<file path="config.mk">
export PLATFORM = sky130hd
export DESIGN_NAME = sorted_insert_buffer
export DESIGN_NICKNAME = d
export VERILOG_FILES = /design/src/hw/rtl/sib_pkg.sv /design/src/hw/rtl/sib_cell.sv /design/src/hw/rtl/sorted_insert_buffer.sv
export SDC_FILE = /design/constraint.sdc
export NUM_CORES = 2
export LEC_CHECK = 0
export ABC_CLOCK_PERIOD_IN_PS = 9850
export BUFFER_PORTS_ARGS = -buffer_cell sky130_fd_sc_hd__buf_4
export CAP_MARGIN = 20
export CORE_UTILIZATION = 45
export DETAILED_ROUTE_END_ITERATION = 8
export GPL_ROUTABILITY_DRIVEN = 0
export PLACE_DENSITY = 0.66
export SYNTH_ARGS = -nofsm -noshare
export SYNTH_HDL_FRONTEND = slang
export SYNTH_SLANG_ARGS = --single-unit
export TNS_END_PERCENT = 50
</file>
<file path="constraint.sdc">
create_clock -name clk -period 9.85 [get_ports clk]
set_input_delay 1.97 -clock clk [delete_from_list [all_inputs] [get_ports clk]]
set_output_delay 1.97 -clock clk [all_outputs]
set_load 0.01 [all_outputs]
</file>
<file path="src/hw/rtl/sib_pkg.sv">
// Shared opcodes, status codes and cell control type for the sorted insert buffer.
`timescale 1ns / 1ps

package sib_pkg;

    localparam logic [1:0] OP_INSERT = 2'd0;
    localparam logic [1:0] OP_READ   = 2'd1;
    localparam logic [1:0] OP_CLEAR  = 2'd2;

    localparam logic [1:0] STATUS_OK    = 2'd0;
    localparam logic [1:0] STATUS_FULL  = 2'd1;
    localparam logic [1:0] STATUS_RANGE = 2'd2;

    localparam int VALUE_W = 32;

    typedef struct packed {
        logic                      cmp_en;
        logic                      apply_en;
        logic signed [VALUE_W-1:0] cmp_value;
        logic signed [VALUE_W-1:0] ins_value;
    } sib_ctl_t;

endpackage

</file>
<file path="src/hw/rtl/sib_cell.sv">
// One storage cell of the insertion chain: compares against a new word and shifts up.
`timescale 1ns / 1ps

module sib_cell
    import sib_pkg::*;
#(
    parameter int CW    = 5,
    parameter int INDEX = 0
)
(
    input  logic                      clk,
    input  logic                      rst_n,
    input  sib_ctl_t                  ctl,
    input  logic [CW-1:0]             count,
    input  logic                      prev_le,
    input  logic signed [VALUE_W-1:0] prev_value,
    output logic                      le,
    output logic                      ins_here,
    output logic signed [VALUE_W-1:0] value
);

    localparam logic [CW-1:0] MY_INDEX = CW'(INDEX);

    logic                      le_reg;
    logic                      le_next;
    logic signed [VALUE_W-1:0] value_reg;
    logic                      cell_valid;

    assign cell_valid = (MY_INDEX < count);
    assign le_next    = cell_valid && (value_reg <= ctl.cmp_value);

    always_ff @(posedge clk or negedge rst_n)
    begin
        if (!rst_n)
        begin
            le_reg <= 1'b0;
        end
        else if (ctl.cmp_en)
        begin
            le_reg <= le_next;
        end
    end

    // A cell whose entry is larger than the new word either takes the new word,
    // when its lower neighbor stays put, or takes the neighbor's entry.
    always_ff @(posedge clk)
    begin
        if (ctl.apply_en && !le_reg)
        begin
            value_reg <= prev_le ? ctl.ins_value : prev_value;
        end
    end

    assign le       = le_reg;
    assign ins_here = prev_le && !le_reg;
    assign value    = value_reg;

endmodule

</file>
<file path="src/hw/rtl/sorted_insert_buffer.sv">
// Top level of the sorted insert buffer: command control around a chain of sorting cells.
//
// A word is taken at a rising edge where start is high and busy is low. The
// opcode selects insert, read or clear. Every word produces exactly one result,
// shown on status, position, data_value and fill_count for one cycle while done
// is high; the receiver cannot stall, so results are never held back.
// At the accepting edge every cell compares its entry with new_value in
// parallel, and at the next edge the cells shift or load locally and the
// result is registered. done is high in the cycle after that, and busy is
// high only in between, so a new word may be started while done is high. No
// new word is taken while busy, during the compare-then-shift step of the cell
// chain. A full store drops an insert and reports it; a read at or beyond the
// fill count reports a range error.
// Reset empties the store (fill count zero) and leaves no result pending.
`timescale 1ns / 1ps

module sorted_insert_buffer
    import sib_pkg::*;
#(
    parameter int CAPACITY = 16
)
(
    input  logic                      clk,
    input  logic                      rst_n,
    input  logic                      start,
    output logic                      busy,
    input  logic [1:0]                opcode,
    input  logic signed [VALUE_W-1:0] new_value,
    input  logic [3:0]                read_index,
    output logic                      done,
    output logic [1:0]                status,
    output logic [4:0]                position,
    output logic signed [VALUE_W-1:0] data_value,
    output logic [4:0]                fill_count
);

    localparam int CW    = $clog2(CAPACITY + 1);
    localparam int CWX   = (CW > 5) ? CW : 5;
    localparam int IW    = $clog2(CAPACITY);
    localparam int PW    = (IW > 5) ? IW : 5;
    localparam int NREAD = (CAPACITY < 16) ? CAPACITY : 16;
    localparam logic [CW-1:0] CAP_COUNT = CW'(CAPACITY);

    localparam logic ST_IDLE  = 1'b0;
    localparam logic ST_APPLY = 1'b1;

    logic                      state_reg;
    logic                      state_next;
    logic [CW-1:0]             count_reg;
    logic [CW-1:0]             count_next;
    logic [1:0]                op_reg;
    logic signed [VALUE_W-1:0] value_reg;
    logic [3:0]                idx_reg;
    logic                      done_reg;
    logic [1:0]                status_reg;
    logic [1:0]                status_next;
    logic [4:0]                position_reg;
    logic [PW-1:0]             position_next;
    logic signed [VALUE_W-1:0] data_reg;
    logic signed [VALUE_W-1:0] data_next;
    logic [4:0]                fill_reg;
    logic [CWX-1:0]            count_wide;

    logic                      accept;
    logic                      apply_insert;
    sib_ctl_t                  ctl;
    logic [PW-1:0]             ins_pos;
    logic signed [VALUE_W-1:0] read_data;

    logic                      cell_le   [CAPACITY];
    logic                      cell_ins  [CAPACITY];
    logic signed [VALUE_W-1:0] cell_value[CAPACITY];

    assign accept = start && (state_reg == ST_IDLE);
    assign busy   = (state_reg == ST_APPLY);

    assign apply_insert = (state_reg == ST_APPLY) && (op_reg == OP_INSERT)
                          && (count_reg < CAP_COUNT);

    assign ctl.cmp_en    = accept;
    assign ctl.apply_en  = apply_insert;
    assign ctl.cmp_value = new_value;
    assign ctl.ins_value = value_reg;

    genvar k;
    generate
        for (k = 0; k < CAPACITY; k++)
        begin : g_cell
            if (k == 0)
            begin : g_first
                sib_cell #(
                    .CW    (CW),
                    .INDEX (k)
                ) u_cell (
                    .clk        (clk),
                    .rst_n      (rst_n),
                    .ctl        (ctl),
                    .count      (count_reg),
                    .prev_le    (1'b1),
                    .prev_value (value_reg),
                    .le         (cell_le[k]),
                    .ins_here   (cell_ins[k]),
                    .value      (cell_value[k])
                );
            end
            else
            begin : g_rest
                sib_cell #(
                    .CW    (CW),
                    .INDEX (k)
                ) u_cell (
                    .clk        (clk),
                    .rst_n      (rst_n),
                    .ctl        (ctl),
                    .count      (count_reg),
                    .prev_le    (cell_le[k-1]),
                    .prev_value (cell_value[k-1]),
                    .le         (cell_le[k]),
                    .ins_here   (cell_ins[k]),
                    .value      (cell_value[k])
                );
            end
        end
    endgenerate

    // When the store is not full, exactly one cell at or below the fill count sees
    // the boundary, so its index is the insert position.
    always_comb
    begin
        ins_pos = '0;
        for (int i = 0; i < CAPACITY; i++)
        begin
            if (cell_ins[i])
            begin
                ins_pos = ins_pos | PW'(i);
            end
        end
    end

    always_comb
    begin
        read_data = '0;
        for (int i = 0; i < NREAD; i++)
        begin
            if (idx_reg == 4'(i))
            begin
                read_data = cell_value[i];
            end
        end
    end

    always_comb
    begin
        status_next   = STATUS_OK;
        position_next = '0;
        data_next     = '0;
        count_next    = count_reg;
        case (op_reg)
            OP_INSERT:
            begin
                if (count_reg >= CAP_COUNT)
                begin
                    status_next = STATUS_FULL;
                end
                else
                begin
                    position_next = ins_pos;
                    data_next     = value_reg;
                    count_next    = count_reg + CW'(1);
                end
            end
            OP_READ:
            begin
                position_next = PW'(idx_reg);
                if (CWX'(idx_reg) >= CWX'(count_reg))
                begin
                    status_next = STATUS_RANGE;
                end
                else
                begin
                    data_next = read_data;
                end
            end
            OP_CLEAR:
            begin
                count_next = '0;
            end
            default:
            begin
                count_next = count_reg;
            end
        endcase
    end

    assign count_wide = CWX'(count_next);

    always_comb
    begin
        state_next = state_reg;
        unique case (state_reg)
            ST_IDLE:
            begin
                if (start)
                begin
                    state_next = ST_APPLY;
                end
            end
            ST_APPLY:
            begin
                state_next = ST_IDLE;
            end
            default:
            begin
                state_next = ST_IDLE;
            end
        endcase
    end

    always_ff @(posedge clk or negedge rst_n)
    begin
        if (!rst_n)
        begin
            state_reg <= ST_IDLE;
            count_reg <= '0;
            done_reg  <= 1'b0;
        end
        else
        begin
            state_reg <= state_next;
            done_reg  <= (state_reg == ST_APPLY);
            if (state_reg == ST_APPLY)
            begin
                count_reg <= count_next;
            end
        end
    end

    always_ff @(posedge clk)
    begin
        if (accept)
        begin
            op_reg    <= opcode;
            value_reg <= new_value;
            idx_reg   <= read_index;
        end
        if (state_reg == ST_APPLY)
        begin
            status_reg   <= status_next;
            position_reg <= position_next[4:0];
            data_reg     <= data_next;
            fill_reg     <= count_wide[4:0];
        end
    end

    assign done       = done_reg;
    assign status     = status_reg;
    assign position   = position_reg;
    assign data_value = data_reg;
    assign fill_count = fill_reg;

endmodule
</file>
Word-level counts from Yosys, hierarchy flattened
Cells that the tools add are included.
{ "word_totals": {"input_bits": 41, "word_cells": 222, "out_inout_bits": 46, "reg_bits": 617} }
{ "op_classes": {"add_sub_neg": 1, "order_cmp": 35, "eq_ne": 17, "muxes": 58, "bitwise_logic": 1, "reduce_logical": 68} }
{ "ops": {"columns": ["cell", "count"], "rows": [
  ["$mux 32", 33],
  ["$le 32x32->1", 16],
  ["$pmux 32 s2", 1],
  ["$logic_and 1x1->1", 50],
  ["$lt 4x5->1 const A", 8],
  ["$mux 4", 9],
  ["$eq 4x4->1 const B", 8],
  ["$lt 3x5->1 const A", 4],
  ["$eq 4x3->1 const B", 4],
  ["$logic_not 1->1", 16],
  ["$mux 3", 4],
  ["$lt 1x5->1 const A", 2],
  ["$lt 2x5->1 const A", 2],
  ["$pmux 5 s2", 1],
  ["$eq 4x2->1 const B", 2],
  ["$pmux 4 s2", 1],
  ["$mux 2", 3],
  ["$add 5x1->5 const B", 1],
  ["$ge 4x5->1", 1],
  ["$ge 5x5->1 const B", 1],
  ["$lt 5x5->1 const B", 1],
  ["$mux 5", 1],
  ["$eq 4x1->1 const B", 1],
  ["$logic_not 4->1", 1],
  ["7 further kinds", 9]
]} }

Depth between registers and ports, before layout
{ "depth": {"depth_word": 19, "mapped_depth": 13, "ltp_nobuf": 9} }

Hierarchy
From an unflattened synthesis, not the netlist that was laid out.
{ "hier_totals": {"hier_cells": 4050, "area_unflattened_um2": 44646.6} }
{ "modules_own_cells": {"columns": ["mod", "instances", "seq_area_each_um2", "area_per_inst_um2", "cells_each"], "rows": [
  ["sorted_insert_buffer", 1, 2607.5, 8649.5, 949],
  ["sib_cell (g_cell[4].g_rest.u_cell ...)", 2, 985.9, 2257.2, 196],
  ["sib_cell (g_cell[14].g_rest.u_cell ...)", 2, 985.9, 2240.9, 192],
  ["sib_cell (g_cell[13].g_rest.u_cell ...)", 2, 985.9, 2238.4, 192],
  ["sib_cell (g_cell[15].g_rest.u_cell)", 1, 985.9, 2268.4, 192],
  ["sib_cell (g_cell[8].g_rest.u_cell)", 1, 985.9, 2258.4, 196],
  ["sib_cell (g_cell[2].g_rest.u_cell)", 1, 985.9, 2255.9, 194],
  ["sib_cell (g_cell[12].g_rest.u_cell)", 1, 985.9, 2254.7, 197],
  ["sib_cell (g_cell[0].g_first.u_cell)", 1, 985.9, 2252.2, 197],
  ["sib_cell (g_cell[11].g_rest.u_cell)", 1, 985.9, 2252.2, 194],
  ["sib_cell (g_cell[3].g_rest.u_cell)", 1, 985.9, 2249.7, 193],
  ["sib_cell (g_cell[7].g_rest.u_cell)", 1, 985.9, 2248.4, 193],
  ["sib_cell (g_cell[10].g_rest.u_cell)", 1, 985.9, 2244.7, 193],
  ["sib_cell (g_cell[5].g_rest.u_cell)", 1, 985.9, 2239.6, 192]
]} }

Worst setup path after synthesis
No wires, ideal clock.
{ "synth_timing": {"path_kind": "input to register", "startpoint": "in new_value[9]", "endpoint": "reg g_cell[1].g_rest.u_cell.le_reg", "path_stages": 9, "arrival_ps": 3956, "required_ps": 9719, "path_slack_ps": 5763, "n_path_buf": 0, "setup_time_ps": 131, "cell_sequence": "inv_1 > ha_1 > a21oi_1 > o21ai_0 > a221o_1 > a221o_1 > a221oi_1 > xor2_1 > a21oi_1"} }
{ "synth_via": {"elab_chain_len": 2} }
{ "synth_rtl": {"columns": ["item", "line_no", "rtl"], "rows": [
  ["start: declaration", "sorted_insert_buffer.sv:28", "input logic signed [VALUE_W-1:0] new_value,"],
  ["$le 32x32->1", "sib_cell.sv:30", "assign le_next = cell_valid && (value_reg <= ctl.cmp_value);"],
  ["$logic_and 1x1->1", "sib_cell.sv:30", null],
  ["end signal: assignment", "sib_cell.sv:40", "le_reg <= le_next;"],
  ["end: declaration", "sib_cell.sv:24", "logic le_reg;"]
]} }
Every way passes these cells.
A chain may end at the register's enable or synchronous reset.

Final worst setup path
{ "layout_timing": {"startpoint": "in new_value[25]", "endpoint": "reg g_cell[11].g_rest.u_cell.le_reg"} }
{ "layout_via": {"elab_chain_len": 2} }
{ "layout_rtl": {"columns": ["item", "line_no"], "rows": [
  ["$le 32x32->1", "sib_cell.sv:30"],
  ["$logic_and 1x1->1", "sib_cell.sv:30"],
  ["end signal: assignment", "sib_cell.sv:40"],
  ["end: declaration", "sib_cell.sv:24"]
]} }
Every way passes these cells.

==> run_results.csv <==
group,metric,value,unit
status,outcome,"finished, violations left",
status,violations,"DRC",
clocking,clk_pin_slew,0.06,ns
clocking,hold_buffers,0,
critical_path,arrival,5.39,ns
drt,ant_nets,0,
placed_design,placed_cell_area,42400,µm²
drt,routedWlPerCell,27.9,µm
placed_design,dp_slack,4.63,ns
sta,fin_crit,4.86,ns
drt,drtIter0Drc,3654,
sta,setup_ws,4.99,ns
critical_path,required,10.38,ns
critical_path,rr_worst_depth,7,
critical_path,cpLargestDelayFamily,"simple AND/OR/NAND/NOR gates",
logic_synthesis,synth_fa_ha_area_share,16.0,%
logic_synthesis,synth_top_family_by_area,"adder cells",
drt,drt_pass1_iterations,9,
sta,setup_viol_count_final,0,
hold_path,hold_path_depth,1,
hold_path,hold_path_end,"g_cell[12].g_rest.u_cell.value[26]",
sta,hold_viol_final,0,
drt,vias,30400,
logic_synthesis,synth.most_common_cell,"edfxtp_1",
critical_path,r2r_slack,5.48,ns
global_route,grt_max_degree,76,
clocking,ctsResizeCount,0,
placed_design,portBuffers,85,
critical_path,critPathSlowestCell,"nor4_1",
critical_path,slowest_delay,1.13,ns
clocking,numCtsBuffers,74,
logic_synthesis,syn_avg_cell_area,11.9,µm²
global_route,first_global_vias,29200,
logic_synthesis,ys_types,82,
layout,largest_reg_flops,480,
logic_synthesis,synth-xor-area-share,0.0650,%
floorplanning,die_area,91100,µm²
logic_synthesis,synthSimpleGateAreaFrac,8.34,%
sta,timing.setup.tns,0,ns
logic_synthesis,netlist_instances,3404,
layout,final_core_util,50.6,%
sta,grt_setup_unrepaired,"false",
sta,whs,0.594,ns
power,finalPower,6.89,mW
hold_path,min-delay-start,"g_cell[11].g_rest.u_cell.value[26]",
power,leakage,16.7,nW
critical_path,cp_num_buf_inv,2,
floorplanning,die_h,302,µm
drt,via_per_inst,6.52,
sta,maxSlewHeadroom,7.58,%
critical_path,reg2reg_from,"idx_reg[1]",
clocking,root_buffer,"clkbuf_16",
layout,drive_gt1_share,22.2,%
placed_design,dp_hpwl,97900,µm
global_route,groute.usage.overall,28.1,%
run,maxCapViolCount,0,
layout,area_growth,10.8,%
logic_synthesis,syn_nets,3962,
logic_synthesis,yosysWarnings,0,
floorplanning,core,88600,µm²
critical_path,timing.rr.end,"data_value[21]",
layout,fin_nets,3998,
sta,worst_slew_pin_slew,1.37,ns
logic_synthesis,ys_seq_elements,616,
placed_design,dp.cells,4527,
logic_synthesis,synth_edf_count,593,
layout,fin_cells,4659,
sta,fin_crit_sh,49.3,%
logic_synthesis,synth_mux_area_share,13.8,%
logic_synthesis,synth_common_cells,"593 x edfxtp_1, 517 x ha_1, 462 x mux2_2",
clocking,cts.sinks,616,
clocking,cts_tree,"built",
clocking,cts_setup_buffers,0,
critical_path,path_class,"in -> reg",
critical_path,critPathMaxFanout,16,
logic_synthesis,synth_ff_type,"edfxtp_1",
logic_synthesis,synthTopCellsByArea,"edfxtp_1 44%, ha_1 16%, mux2_2 13%",
sta,clock_skew,0.0387,ns
power,p_per_area,154,nW/µm²
clocking,clock_path_buffers,3,
critical_path,crit_path_end_kind,"register",
floorplanning,rows,109,
global_route,grt_pass1_wl,190000,µm
floorplanning,die_w,302,µm
logic_synthesis,async_flop_share,3.73,%
layout,diodes,0,
floorplanning,start_util,45.6,%
global_route,antenna_found_initial,2,
drt,route.detailed.drc,5,
floorplanning,io_pins,87,
drt,wirelength,130000,µm
global_route,grt-ovfl-total,0,
logic_synthesis,synth_compound_area_share,13.6,%
critical_path,startpoint_type,"primary input",
layout,final_cell_area,44800,µm²
sta,fmax,206,MHz
clocking,clock_latency,0.64,ns
logic_synthesis,synth_largest_area_cell,"edfxtp_1",
logic_synthesis,yosysSeqAreaShare,45.5,%
clocking,htreeDepth,3,
logic_synthesis,synth_top_area_share,44.0,%
logic_synthesis,netlist_area,40400,µm²
critical_path,cp_cell_sequence,"buf_4 -> inv_1 -> ha_1 -> nand4_1 -> or2_2 -> nor4_1 -> a21oi_1 -> a31oi_1 -> nor4b_1 -> o21a_1",
power,vdd_drop_max,0.153,mV
sta,maxSlewViolCount,0,
hold_path,hold_path_class,"reg -> reg",
metal layers:
metal  share of wire (%)  global-route usage (%)
met4                 5.2                    13.8
met5               0.010                       0
met3                 9.3                    5.37
met2                  43                    42.4
met1                  42                    38.7
worst max-delay path by stage:
stage	from	cells past startpoint	slack (ns)	end
3_3_place_gp	new_value[25]	10	4.63	g_cell[11].g_rest.u_cell.le
5_1_grt	new_value[25]	10	5.17	g_cell[11].g_rest.u_cell.le
6_report	new_value[25]	10	4.99	g_cell[11].g_rest.u_cell.le
3_5_place_dp	new_value[25]	10	4.63	g_cell[11].g_rest.u_cell.le
2_1_floorplan	new_value[9]	9	5.76	g_cell[1].g_rest.u_cell.le
4_1_cts	new_value[25]	10	5.27	g_cell[11].g_rest.u_cell.le
final cells by class:
cell class                      count  area, µm²
Clock buffer                       96       2050
Clock inverter                     34        303
Timing Repair Buffer              147       1140
Tap cell                         1165       1460
Fill cell                        7772      43800
Sequential cell                   616      18400
Inverter                           90        338
Multi-Input combinational cell   2511      21100
worst register-to-register path, cell delays in order, from the launching register on:
cell and delay, ns:
edfxtp_1 0.37, buf_12 0.32, nor2b_2 1.01, nand3_1 0.80
o211ai_1 0.75, a41oi_1 0.37, a221oi_1 0.34, o21ai_0 0.15
kinds of logic (layout without fill, tap and decap cells):
logic type / count (synthesis) / in the layout
muxes: 487 / 487
buffers and inverters: 277 / 367
xor gates and xnor gates: 3 / 3
AOI/OAI and AO/OA: 823 / 823
other: 1 / 1
adders and majority gates: 517 / 517
DFF: 616 / 616
and+or+nand+nor: 680 / 680
placed cells by master (no fill, tap or decap), types with 10 or more instances in the layout:
cell type,n
a21o_1,54
inv_1,87
nand3_1,68
a22o_1,23
a222oi_1,17
nor3_1,57
o21ai_0,151
a31oi_1,25
o22ai_1,26
a21oi_1,196
nand4_1,97
mux2_2,462
nor2_4,15
o211ai_1,31
a211oi_1,44
o21a_1,20
a221o_1,11
o21ai_1,10
a2111oi_0,14
ha_1,517
edfxtp_1,593
nand2_1,212
nor2_1,104
a41oi_1,13
dfrtp_1,18
buf_4,144
clkinv_2,17
mux2i_1,16
o21bai_1,10
a221oi_1,50
nand2b_1,20
nor2b_1,19
nor4_1,22
and3_1,11
clkbuf_1,14
clkbuf_16,77
a22oi_1,74
power by group:
group / total [mW] / leakage, nW / switching, mW / internal (mW)
sequential: 3.15 / 5.74 / 0.151 / 3.00
combinational: 1.02 / 9.81 / 0.587 / 0.429
clock: 2.73 / 1.16 / 1.14 / 1.59
total: 6.89 / 16.7 / 1.88 / 5.02
Note: power is estimated with default switching activity, not from simulation.
